### src/rtl/kuw_pkg.sv
// ---------------------------------------------------------------------------
// kuw_pkg
// shared types and constants of the keyed unlock watchdog: command and
// response words, opcodes, lock indexes, lock stages and unlock keys
// ---------------------------------------------------------------------------
package kuw_pkg;

	// opcodes
	localparam logic [1:0] OP_TICK  = 2'd0;
	localparam logic [1:0] OP_WRITE = 2'd1;
	localparam logic [1:0] OP_READ  = 2'd2;

	// lock index, reg_select[2:1]
	localparam logic [1:0] LK_KICK     = 2'd0;
	localparam logic [1:0] LK_RELOAD   = 2'd1;
	localparam logic [1:0] LK_ENABLE   = 2'd2;
	localparam logic [1:0] LK_PRESCALE = 2'd3;

	// lock stages
	localparam logic [1:0] STG_LOCKED = 2'd0;
	localparam logic [1:0] STG_FIRST  = 2'd1;
	localparam logic [1:0] STG_SECOND = 2'd2;
	localparam logic [1:0] STG_OPEN   = 2'd3;

	// keys
	localparam logic [15:0] KEY_KICK_1     = 16'h5555;
	localparam logic [15:0] KEY_KICK_2     = 16'haaaa;
	localparam logic [15:0] KEY_PRESCALE_1 = 16'h5a5a;
	localparam logic [15:0] KEY_PRESCALE_2 = 16'ha5a5;
	localparam logic [15:0] KEY_RELOAD_1   = 16'h6666;
	localparam logic [15:0] KEY_RELOAD_2   = 16'hbbbb;
	localparam logic [15:0] KEY_ENABLE_1   = 16'h7777;
	localparam logic [15:0] KEY_ENABLE_2   = 16'hcccc;
	localparam logic [15:0] KEY_ENABLE_3   = 16'hdddd;

	// reset value of reload and count registers
	localparam logic [15:0] COUNT_RESET = 16'hffff;

	typedef struct packed {
		logic [1:0]  opcode;
		logic [2:0]  reg_select;
		logic [15:0] write_data;
	} cmd_t;

	typedef struct packed {
		logic [15:0] read_data;
		logic        expired;
		logic        running;
	} rsp_t;

	function automatic logic [15:0] first_key(input logic [1:0] idx);
		logic [15:0] k;
		unique case (idx)
			LK_KICK:     k = KEY_KICK_1;
			LK_RELOAD:   k = KEY_RELOAD_1;
			LK_ENABLE:   k = KEY_ENABLE_1;
			LK_PRESCALE: k = KEY_PRESCALE_1;
			default:     k = KEY_KICK_1;
		endcase
		return k;
	endfunction

	function automatic logic [15:0] second_key(input logic [1:0] idx);
		logic [15:0] k;
		unique case (idx)
			LK_KICK:     k = KEY_KICK_2;
			LK_RELOAD:   k = KEY_RELOAD_2;
			LK_ENABLE:   k = KEY_ENABLE_2;
			LK_PRESCALE: k = KEY_PRESCALE_2;
			default:     k = KEY_KICK_2;
		endcase
		return k;
	endfunction

endpackage

### src/rtl/keyed_unlock_watchdog.sv
// ---------------------------------------------------------------------------
// keyed_unlock_watchdog
// watchdog timer with four key-protected control registers (kick, reload,
// enable, prescale), one command word in and one response word out
// ---------------------------------------------------------------------------
//  channel | direction | handshake          | word
//  cmd     | in        | cmd_valid/cmd_stall | cmd_t: opcode, reg_select, write_data
//  rsp     | out       | rsp_valid/rsp_stall | rsp_t: read_data, expired, running
//
//  one command per cycle while the response is not stalled; a command goes from
//  the command register, then through execute into the response register
//  the execute step is a single pass: key compare, prescale/count decrement
//  and reload, read mux
//  reset clears all lock stages, disables the watchdog and sets reloads and
//  counts to 0xffff; no clearing pass
//  a stalled response holds the pipe; cmd_stall rises only when the command
//  register is full and cannot move on
// ---------------------------------------------------------------------------
module keyed_unlock_watchdog import kuw_pkg::*; (
	input  logic clk,
	input  logic arst_n,
	input  logic cmd_valid,
	output logic cmd_stall,
	input  cmd_t cmd,
	output logic rsp_valid,
	input  logic rsp_stall,
	output rsp_t rsp
);

	// command register
	logic cmd_valid_s1;
	cmd_t cmd_s1;

	// response register
	logic rsp_valid_s2;
	rsp_t rsp_s2;

	// execute result of the command in stage one
	rsp_t res;

	logic adv_s2;   // stage one moves into the response register
	logic take;     // command accepted

	// response register frees when empty or when its word is taken
	assign adv_s2    = cmd_valid_s1 && (!rsp_valid_s2 || !rsp_stall);
	assign cmd_stall = cmd_valid_s1 && !adv_s2;
	assign take      = cmd_valid && !cmd_stall;

	always_ff @(posedge clk or negedge arst_n) begin
		if (!arst_n) begin
			cmd_valid_s1 <= 1'b0;
		end else if (take) begin
			cmd_valid_s1 <= 1'b1;
		end else if (adv_s2) begin
			cmd_valid_s1 <= 1'b0;
		end
	end

	always_ff @(posedge clk) begin
		if (take) begin
			cmd_s1 <= cmd;
		end
	end

	// state commits exactly when the command's response is written
	kuw_core u_core (
		.clk    (clk),
		.arst_n (arst_n),
		.step   (adv_s2),
		.cmd    (cmd_s1),
		.res    (res)
	);

	always_ff @(posedge clk or negedge arst_n) begin
		if (!arst_n) begin
			rsp_valid_s2 <= 1'b0;
		end else if (adv_s2) begin
			rsp_valid_s2 <= 1'b1;
		end else if (!rsp_stall) begin
			rsp_valid_s2 <= 1'b0;
		end
	end

	always_ff @(posedge clk) begin
		if (adv_s2) begin
			rsp_s2 <= res;
		end
	end

	assign rsp_valid = rsp_valid_s2;
	assign rsp       = rsp_s2;

	// stall only with a full command register
	a_stall_full: assert property (@(posedge clk) disable iff (!arst_n)
		cmd_stall |-> cmd_valid_s1 && rsp_valid_s2 && rsp_stall)
		else $error("cmd stalled without a blocked pipe");

	// expiry happens only on an enabled tick
	a_exp_running: assert property (@(posedge clk) disable iff (!arst_n)
		rsp_valid && rsp.expired |-> rsp.running)
		else $error("expired while not running");

	// a command in stage one that is not stalled reaches the response register
	a_no_drop: assert property (@(posedge clk) disable iff (!arst_n)
		cmd_valid_s1 && !cmd_stall |=> rsp_valid_s2)
		else $error("command lost between stages");

endmodule

### src/rtl/kuw_core.sv
// ---------------------------------------------------------------------------
// kuw_core
// watchdog state and the one-pass execute logic: lock stages, protected
// registers, prescaler and main count; state commits when step is high
// ---------------------------------------------------------------------------
module kuw_core import kuw_pkg::*; (
	input  logic clk,
	input  logic arst_n,
	input  logic step,
	input  cmd_t cmd,
	output rsp_t res
);

	logic [1:0]  lock_stage_q [4];
	logic [15:0] prescale_reload_q;
	logic [15:0] count_reload_q;
	logic        enable_q;
	logic [15:0] prescale_count_q;
	logic [15:0] main_count_q;

	logic [1:0]  lock_stage_d [4];
	logic [15:0] prescale_reload_d;
	logic [15:0] count_reload_d;
	logic        enable_d;
	logic [15:0] prescale_count_d;
	logic [15:0] main_count_d;

	logic [1:0]  idx;
	logic        is_lock;
	logic [1:0]  cur_stage;

	assign idx       = cmd.reg_select[2:1];
	assign is_lock   = ~cmd.reg_select[0];
	assign cur_stage = lock_stage_q[idx];

	always_comb begin
		lock_stage_d      = lock_stage_q;
		prescale_reload_d = prescale_reload_q;
		count_reload_d    = count_reload_q;
		enable_d          = enable_q;
		prescale_count_d  = prescale_count_q;
		main_count_d      = main_count_q;
		res.read_data     = '0;
		res.expired       = 1'b0;
		unique case (cmd.opcode)
			OP_TICK: begin
				if (enable_q) begin
					if (prescale_count_q > 16'd1) begin
						prescale_count_d = prescale_count_q - 16'd1;
					end else begin
						prescale_count_d = prescale_reload_q;
						if (main_count_q > 16'd1) begin
							main_count_d = main_count_q - 16'd1;
						end else begin
							main_count_d = count_reload_q;
							res.expired  = 1'b1;
						end
					end
				end
			end
			OP_WRITE: begin
				if (is_lock) begin
					// first key restarts the sequence from any stage
					priority if (cmd.write_data == first_key(idx)) begin
						lock_stage_d[idx] = STG_FIRST;
					end else if (cur_stage == STG_FIRST &&
					             cmd.write_data == second_key(idx)) begin
						lock_stage_d[idx] = (idx == LK_ENABLE) ? STG_SECOND : STG_OPEN;
					end else if (idx == LK_ENABLE && cur_stage == STG_SECOND &&
					             cmd.write_data == KEY_ENABLE_3) begin
						lock_stage_d[idx] = STG_OPEN;
					end else begin
						lock_stage_d[idx] = STG_LOCKED;
					end
				end else if (cur_stage == STG_OPEN) begin
					lock_stage_d[idx] = STG_LOCKED;
					unique case (idx)
						LK_KICK: begin
							main_count_d     = count_reload_q;
							prescale_count_d = prescale_reload_q;
						end
						LK_RELOAD:   count_reload_d    = cmd.write_data;
						LK_ENABLE:   enable_d          = cmd.write_data[0];
						LK_PRESCALE: prescale_reload_d = cmd.write_data;
						default: ;
					endcase
				end
			end
			OP_READ: begin
				if (is_lock) begin
					res.read_data = {14'd0, cur_stage};
				end else begin
					unique case (idx)
						LK_KICK:     res.read_data = '0;
						LK_RELOAD:   res.read_data = count_reload_q;
						LK_ENABLE:   res.read_data = {15'd0, enable_q};
						LK_PRESCALE: res.read_data = prescale_reload_q;
						default:     res.read_data = '0;
					endcase
				end
			end
			default: ;
		endcase
		res.running = enable_d;
	end

	always_ff @(posedge clk or negedge arst_n) begin
		if (!arst_n) begin
			for (int i = 0; i < 4; i++) lock_stage_q[i] <= STG_LOCKED;
			prescale_reload_q <= COUNT_RESET;
			count_reload_q    <= COUNT_RESET;
			enable_q          <= 1'b0;
			prescale_count_q  <= COUNT_RESET;
			main_count_q      <= COUNT_RESET;
		end else if (step) begin
			lock_stage_q      <= lock_stage_d;
			prescale_reload_q <= prescale_reload_d;
			count_reload_q    <= count_reload_d;
			enable_q          <= enable_d;
			prescale_count_q  <= prescale_count_d;
			main_count_q      <= main_count_d;
		end
	end

	// only the enable lock has a middle stage
	a_no_mid_stage: assert property (@(posedge clk) disable iff (!arst_n)
		lock_stage_q[LK_KICK] != STG_SECOND && lock_stage_q[LK_RELOAD] != STG_SECOND &&
		lock_stage_q[LK_PRESCALE] != STG_SECOND)
		else $error("non-enable lock reached the middle stage");

	// a protected write only lands through an open lock, which then relocks
	a_relock: assert property (@(posedge clk) disable iff (!arst_n)
		step && cmd.opcode == OP_WRITE && !is_lock && cur_stage == STG_OPEN
		|=> lock_stage_q[$past(idx)] == STG_LOCKED)
		else $error("lock not cleared after protected write");

	// counts only move while enabled or on a kick
	a_count_hold: assert property (@(posedge clk) disable iff (!arst_n)
		step && cmd.opcode == OP_TICK && !enable_q |=> $stable(main_count_q))
		else $error("main count moved while disabled");

endmodule
### config.mk
export PLATFORM = sky130hd
export DESIGN_NAME = keyed_unlock_watchdog
export DESIGN_NICKNAME = d
export VERILOG_FILES = /design/src/rtl/kuw_pkg.sv /design/src/rtl/keyed_unlock_watchdog.sv /design/src/rtl/kuw_core.sv
export SDC_FILE = /design/constraint.sdc
export NUM_CORES = 1
export LEC_CHECK = 0
export ABC_AREA = 1
export BUFFER_PORTS_ARGS = -buffer_cell sky130_fd_sc_hd__buf_2
export CORE_MARGIN = 1
export CORE_UTILIZATION = 33
export CTS_CLUSTER_DIAMETER = 120
export CTS_CLUSTER_SIZE = 28
export DETAILED_ROUTE_END_ITERATION = 8
export GPL_TIMING_DRIVEN = 0
export HOLD_SLACK_MARGIN = 0.06
export PLACE_DENSITY = 0.62
export SLEW_MARGIN = 20
export SYNTH_ARGS = -nofsm -noshare
export SYNTH_HDL_FRONTEND = slang
export SYNTH_SLANG_ARGS = --single-unit
### constraint.sdc
create_clock -name clk -period 2 [get_ports clk]
set_input_delay 0.3 -clock clk [delete_from_list [all_inputs] [get_ports clk]]
set_output_delay 0.3 -clock clk [all_outputs]
set_load 0.02 [all_outputs]
==> flow_summary.json, run 1 <==
{
  "final_nets": 968,
  "grt_start_max_net_pins": 58,
  "gr-total-overflow": 0,
  "min_period_over_period_pct": 106,
  "maxCapViolations": 0,
  "critPathRequiredTime_ns": 2.35,
  "status": "finished with violations",
  "io_buffer_count": 44,
  "syn_avg_cell_area_um2": 8.40,
  "rsz0062_at_grt": "yes",
  "final_core_util_pct": 46.5,
  "routabilityCongestion": 0.910,
  "drc": 0,
  "setup_ws_ns": -0.127,
  "end_kind": "flop",
  "die_h_um": 143,
  "clock_power_share_pct": 30.0,
  "yosysSeqAreaShare_pct": 47.4,
  "grt_pass1_wl_um": 30000,
  "cts_tree": "done",
  "finalSetupTns_ns": -2.04,
  "clockBufferDepth": 2,
  "hp-class": "in -> reg",
  "register_area_um2": 3130,
  "synth_area_um2": 6600,
  "synth_edf_count": 39,
  "relSlewSlack_pct": 58.5,
  "worstMarginPinSlew_ns": 0.621,
  "switching_share_pct": 35.5,
  "grt_antenna_before_repair": 0,
  "cts_sinks": 114,
  "p_sw_mw": 3.26,
  "cts-root-buf": "clkbuf_16",
  "rows": 51,
  "yosysTopAreaCellShare_pct": 25.5,
  "use_met2_pct": 30.6,
  "arrival_ns": 2.48,
  "viasPerCell": 5.03,
  "holdWs_ns": 0.0711,
  "async_flop_share_pct": 65.8,
  "dieArea_um2": 20600,
  "ioPinCount": 45,
  "wl_per_cell_um": 16.4,
  "finalHoldViolCount": 0,
  "fillerInstances": 1853,
  "fin_skew_ns": 0.00830,
  "setup_violations": 56,
  "internal_power_mw": 5.94,
  "synth_cells": 786,
  "ys_types": 50,
  "power_leakage_nw": 3.80,
  "violations": "negative setup slack",
  "clock_latency_ns": 0.42,
  "synthFlopType": "dfstp_2",
  "ant_nets": 0,
  "multi_input_area_um2": 3450,
  "clkSlewWorstSetupHoldPaths_ns": 0.05,
  "vias": 6081,
  "grtUsageMet1_pct": 25.4,
  "synth_top_area_cell": "dfstp_2",
  "ys_ff_latch": 114,
  "fp.dieW_um": 143,
  "cp-start-kind": "flop",
  "final-max-slew-violation-count": 0,
  "area_growth_pct": 37.6,
  "layout_commonest_cell": "nand2_1",
  "rrSetupSlack_ns": -0.13,
  "power_density_nw_per_um2": 1010,
  "top_usage_layer": "met2",
  "antenna_cells": 0,
  "comb_power_share_pct": 31.1,
  "synthTopCellsByArea": "dfstp_2, edfxtp_1, nand2_1",
  "core_um2": 19500,
  "start_util_pct": 33.8,
  "ir_drop_mv": 0.619,
  "grt_pass1_vias": 5774,
  "dp_hpwl_um": 12600,
  "crit_fanout": 10,
  "crit_type": "reg -> reg",
  "fin_crit_ns": 2.13,
  "syn_nets": 822,
  "htreeDepth": 4,
  "drt-pass1-iter-count": 5,
  "numCtsBuffers": 17,
  "drt_iter0_drc": 582,
  "seq_power_share_pct": 38.9,
  "grtUsageTotal_pct": 19.4,
  "use_met3_pct": 5.06,
  "routed_wl_um": 19900,
  "ys_warn_count": 0,
  "final_cell_mix": "nand2_1, dfstp_2, nor2_1, inv_1, buf_2",
  "pre_cts_ws_ns": -0.387,
  "fmax_mhz": 470,
  "drive_above_1_share_pct": 38.1
}
==> layer usage <==
layer	up-vias	part of all wire, %
li1	2924	-
met1	2925	45
met2	200	48
met3	32	5.2
met4	0	2.2
met5	-	0
==> power by group through the flow <==
stage | Sequential, mW | Clock, mW | Combinational [mW]
final | 3.58 | 2.76 | 2.86
after global routing | 3.64 | 2.90 | 3.16
after CTS | 3.55 | 2.80 | 2.61
after detailed placement | 3.58 | 0 | 2.39
after global placement | 3.57 | 0 | 2.36
after floorplan | 3.52 | 0 | 1.85
==> flip-flops by register name (all words and copies together) (netlist names), named ones only <==
| signal | cells |
|---|---|
| u_core.prescale_reload_q | 16 |
| u_core.lock_stage_q | 1 |
| cmd_valid_s1 | 1 |
| u_core.prescale_count_q | 16 |
| rsp | 18 |
| u_core.count_reload_q | 16 |
| cmd_s1 | 21 |
| rsp_valid | 1 |
| u_core.main_count_q | 16 |
| u_core.enable_q | 1 |
==> cell usage after synthesis, drive strengths merged (2+ instances only) <==
master and count:
buf 15, clkinv 4, a21oi 27, nor2 85, o21ai 87, clkbuf 10, ha 11, xor2 13
inv 77, xnor2 2, o211ai 18, edfxtp 39, or2 3, nand3 56, nand4 18, nor3 13
dfrtp 11, nand2 218, o31ai 6, dfstp 64, nand3b 2
==> stage by stage <==
stage,power [mW],instances,instance area (um2)
2_1_floorplan,5.37,786,6610
3_3_place_gp,5.93,1095,7160
5_1_grt,9.71,1210,9090
4_1_cts,8.96,1180,8500
3_5_place_dp,5.97,1096,7190
6_report,9.20,1210,9090
==> critical path: stages, from the launching register on <==
cell and delay (ns):
edfxtp_1 0.54, inv_4 0.19, ha_4 0.17, buf_6 0.15, o21ai_0 0.12, nand2_2 0.11
nand3_2 0.10, nor2_4 0.16, nand3_4 0.11, nand2_4 0.09, nand3_4 0.07, buf_4 0.14
a21oi_2 0.10
==> worst paths after layout <==
path                                               endpoint                         from  cells past startpoint
worst max-delay path                                   flop                   cmd_s1[18]                     12
worst min-delay path                             cmd_s1[14]                      cmd[14]                      1
worst max register to register                         flop                   cmd_s1[18]                     12
worst min register to register  u_core.prescale_reload_q[7]  u_core.prescale_reload_q[7]                      2
max in group asynchronous        u_core.prescale_count_q[7]                       arst_n                      3
min in group asynchronous        asynchronous set/reset pin                       arst_n                      2
==> cells by family (layout without fill, tap and decap cells) <==
family | count (synthesis) | after routing | synth area share [%]
AOI/OAI and AO/OA | 142 | 143 | 13.5
xor gates and xnor gates | 15 | 15 | 1.99
adders and majority gates | 11 | 11 | 2.08
buffers and inverters | 106 | 262 | 7.39
DFF | 114 | 114 | 47.4
and+or+nand+nor | 398 | 400 | 27.6
==> timing repair <==
item	in CTS	in global routing
hold endpoints to repair	38	0
resized for setup	82	133
hold buffers	21	0
endpoints found under the setup margin	77	98
setup buffers	31	22
pin swaps	32	39
gates cloned	1	10
==> cell type report <==
| cell class | count | area share, % |
|---|---|---|
| Sequential cell | 114 | 34.4 |
| Timing Repair Buffer | 127 | 11.5 |
| Clock inverter | 11 | 0.991 |
| Multi-Input combinational cell | 569 | 38.0 |
| Clock buffer | 21 | 4.85 |
| Inverter | 81 | 3.86 |
| Tap cell | 265 | 3.65 |
| Buffer | 22 | 2.81 |
No activity file was read; power rests on OpenSTA's default activity.
==> run 2: changes to the inputs <==
--- a/config.mk
+++ b/config.mk
@@ -15,6 +15,7 @@
 export GPL_TIMING_DRIVEN = 0
 export HOLD_SLACK_MARGIN = 0.06
 export PLACE_DENSITY = 0.62
+export SKIP_LAST_GASP = 1
 export SLEW_MARGIN = 20
 export SYNTH_ARGS = -nofsm -noshare
 export SYNTH_HDL_FRONTEND = slang
==> run 2 against run 1 <==
Net effect:
- the run still ends with negative setup slack left
- design area decreased by 0.12%
- die area unchanged
- count of clock-buffer cells in the layout unchanged
- core utilization decreased by 0.058 points
- non-clock buffer count unchanged
- sequential cell count unchanged
- setup slack got worse by 0.0099 ns
- cell count unchanged
- routed wire length about the same
- largest cell class unchanged
==> flow_summary.json, run 2 (same netlist as run 1, synthesis figures left out) <==
{
  "status": "finished with violations",
  "violations": "negative setup slack",
  "start_util_pct": 33.8,
  "final_cell_area_um2": 9080,
  "critPathRequiredTime_ns": 2.35,
  "rows": 51,
  "grt_pass1_vias": 5774,
  "gr-total-overflow": 0,
  "power_density_nw_per_um2": 1010,
  "dp.cells": 1096,
  "cts_tree": "done",
  "rsz0062_at_grt": "yes",
  "setup_ws_ns": -0.136,
  "finalHoldViolCount": 0,
  "cts_sinks": 114,
  "final-max-slew-violation-count": 0,
  "top_register": "cmd_s1",
  "grt_antenna_before_repair": 0,
  "numCtsBuffers": 17,
  "final_cell_mix": "nand2_1, dfstp_2, nor2_1, inv_1, buf_2",
  "largest_reg_flops": 21,
  "ir_drop_mv": 0.613,
  "regToRegStartpoint": "cmd_s1[18]",
  "setup_violations": 57,
  "layout_commonest_cell": "nand2_1",
  "fp.dieW_um": 143,
  "hp-class": "in -> reg",
  "clockBufferDepth": 2,
  "core_um2": 19500,
  "area_growth_pct": 37.5,
  "ioPinCount": 45,
  "ant_nets": 0,
  "drc": 0,
  "arrival_ns": 2.48,
  "crit_start": "cmd_s1[18]",
  "end_kind": "flop",
  "relSlewSlack_pct": 58.2,
  "r2r.worst_path.cells": 12,
  "fin_skew_ns": 0.00889,
  "grt_pass1_wl_um": 30000,
  "clock_latency_ns": 0.42,
  "final_cells": 1210,
  "wl_per_cell_um": 16.4,
  "drt_iter0_drc": 554,
  "power_leakage_nw": 3.79,
  "final_nets": 968,
  "io_buffer_count": 44,
  "fin_crit_ns": 2.14,
  "worstMarginPinSlew_ns": 0.626,
  "crit_fanout": 10,
  "clkSlewWorstSetupHoldPaths_ns": 0.05,
  "min_period_over_period_pct": 107,
  "routed_wl_um": 19900,
  "dieArea_um2": 20600,
  "grtUsageTotal_pct": 19.4,
  "crit_chain": "inv_4 > ha_4 > buf_6 > o21ai_0 > nand2_2 > nand3_2 > nor2_4 > nand3_4 > nand2_4 > nand3_4 > buf_4 > a21oi_2",
  "dp_hpwl_um": 12600,
  "cp_slowest_cell": "edfxtp_1",
  "grt_start_max_net_pins": 58,
  "cts-root-buf": "clkbuf_16",
  "fmax_mhz": 468,
  "cp-start-kind": "flop",
  "die_h_um": 143,
  "path_common_cell": "nand3_4",
  "vias": 6151,
  "antenna_cells": 0,
  "placed_area_um2": 7190,
  "maxCapViolations": 0,
  "routabilityCongestion": 0.910,
  "drt-pass1-iter-count": 6,
  "rrSetupSlack_ns": -0.14,
  "htreeDepth": 4,
  "drive_above_1_share_pct": 37.8,
  "crit_type": "reg -> reg",
  "critPathBufInv": 3,
  "critPathTopFamily": "simple AND/OR/NAND/NOR gates",
  "viasPerCell": 5.08,
  "slowest_delay_ns": 0.54,
  "cp_num_cells": 12
}
-- run 2: cell count changes in the layout (fill, tap and decap cells not counted) --
| cell | before | now |
|---|---|---|
| o21ai_0 | 28 | 31 |
| o21ai_2 | 17 | 14 |
-- run 2: final cells by class --
| cell class | instances | area (um2) |
|---|---|---|
| clock inverter | 11 | 90.1 |
| tap | 265 | 332 |
| inverter | 81 | 350 |
| clock buffer | 21 | 440 |
| buffer | 22 | 255 |
| sequential | 114 | 3130 |
| timing repair buffer | 127 | 1040 |
| fill | 1855 | 10500 |
| multi-input combinational | 569 | 3440 |
-- run 2: routing by layer --
| metal | part of all wire [%] | GRT usage, % | vias up |
|---|---|---|---|
| met5 | 0 | 0 | - |
| met4 | 2.2 | 7.39 | 0 |
| met3 | 6.2 | 5.06 | 36 |
| met2 | 47 | 30.6 | 233 |
| met1 | 44 | 25.4 | 2953 |
| li1 | - | - | 2929 |
-- run 2: timing repair --
item,CTS,global route
gates cloned,1,10
setup endpoints to repair,77,98
pin swaps,32,39
hold buffers,21,0
resized for setup,82,127
hold endpoints to repair,38,0
setup buffers,31,22
-- run 2: report_power, final --
group          switching (mW)  internal [mW]  total (mW)
clock                    1.07           1.69        2.76
combinational            1.76           1.10        2.86
sequential              0.428           3.15        3.57
total                    3.26           5.94        9.19
-- run 2: how the worst min path moves through the flow --
stage	start	endpoint	slack, ns	cells past startpoint
after floorplan	arst_n	asynchronous set/reset pin	0.004	0
after global placement	u_core.main_count_q[10]	u_core.main_count_q[10]	0.47	2
after detailed placement	arst_n	asynchronous set/reset pin	0.21	1
after CTS	cmd[14]	cmd_s1[14]	0.06	1
after global routing	cmd[14]	cmd_s1[14]	0.06	1
final	cmd[14]	cmd_s1[14]	0.07	1
-- run 2: per-stage QoR --
step                power [mW]  hold slack [ns]  TNS, ns  utilization [%]  setup WS (ns)
floorplan                 5.37          0.00441        0                -         0.0276
global placement          5.93            0.469   -15.19             36.7         -0.383
detailed placement        5.97            0.211   -16.71             36.8         -0.387
CTS                       8.96           0.0634   -0.376             43.5        -0.0609
global route              9.71           0.0605    -9.57             46.5         -0.229
finish                    9.19           0.0735    -1.99             46.5         -0.136
-- run 2: worst reg2reg max path, cell delays in order (launching register included) --
cell and delay, ns:
edfxtp_1 0.54, inv_4 0.19, ha_4 0.17, buf_6 0.15, o21ai_0 0.12, nand2_2 0.12, nand3_2 0.10, nor2_4 0.16
nand3_4 0.11, nand2_4 0.09, nand3_4 0.07, buf_4 0.14, a21oi_2 0.10
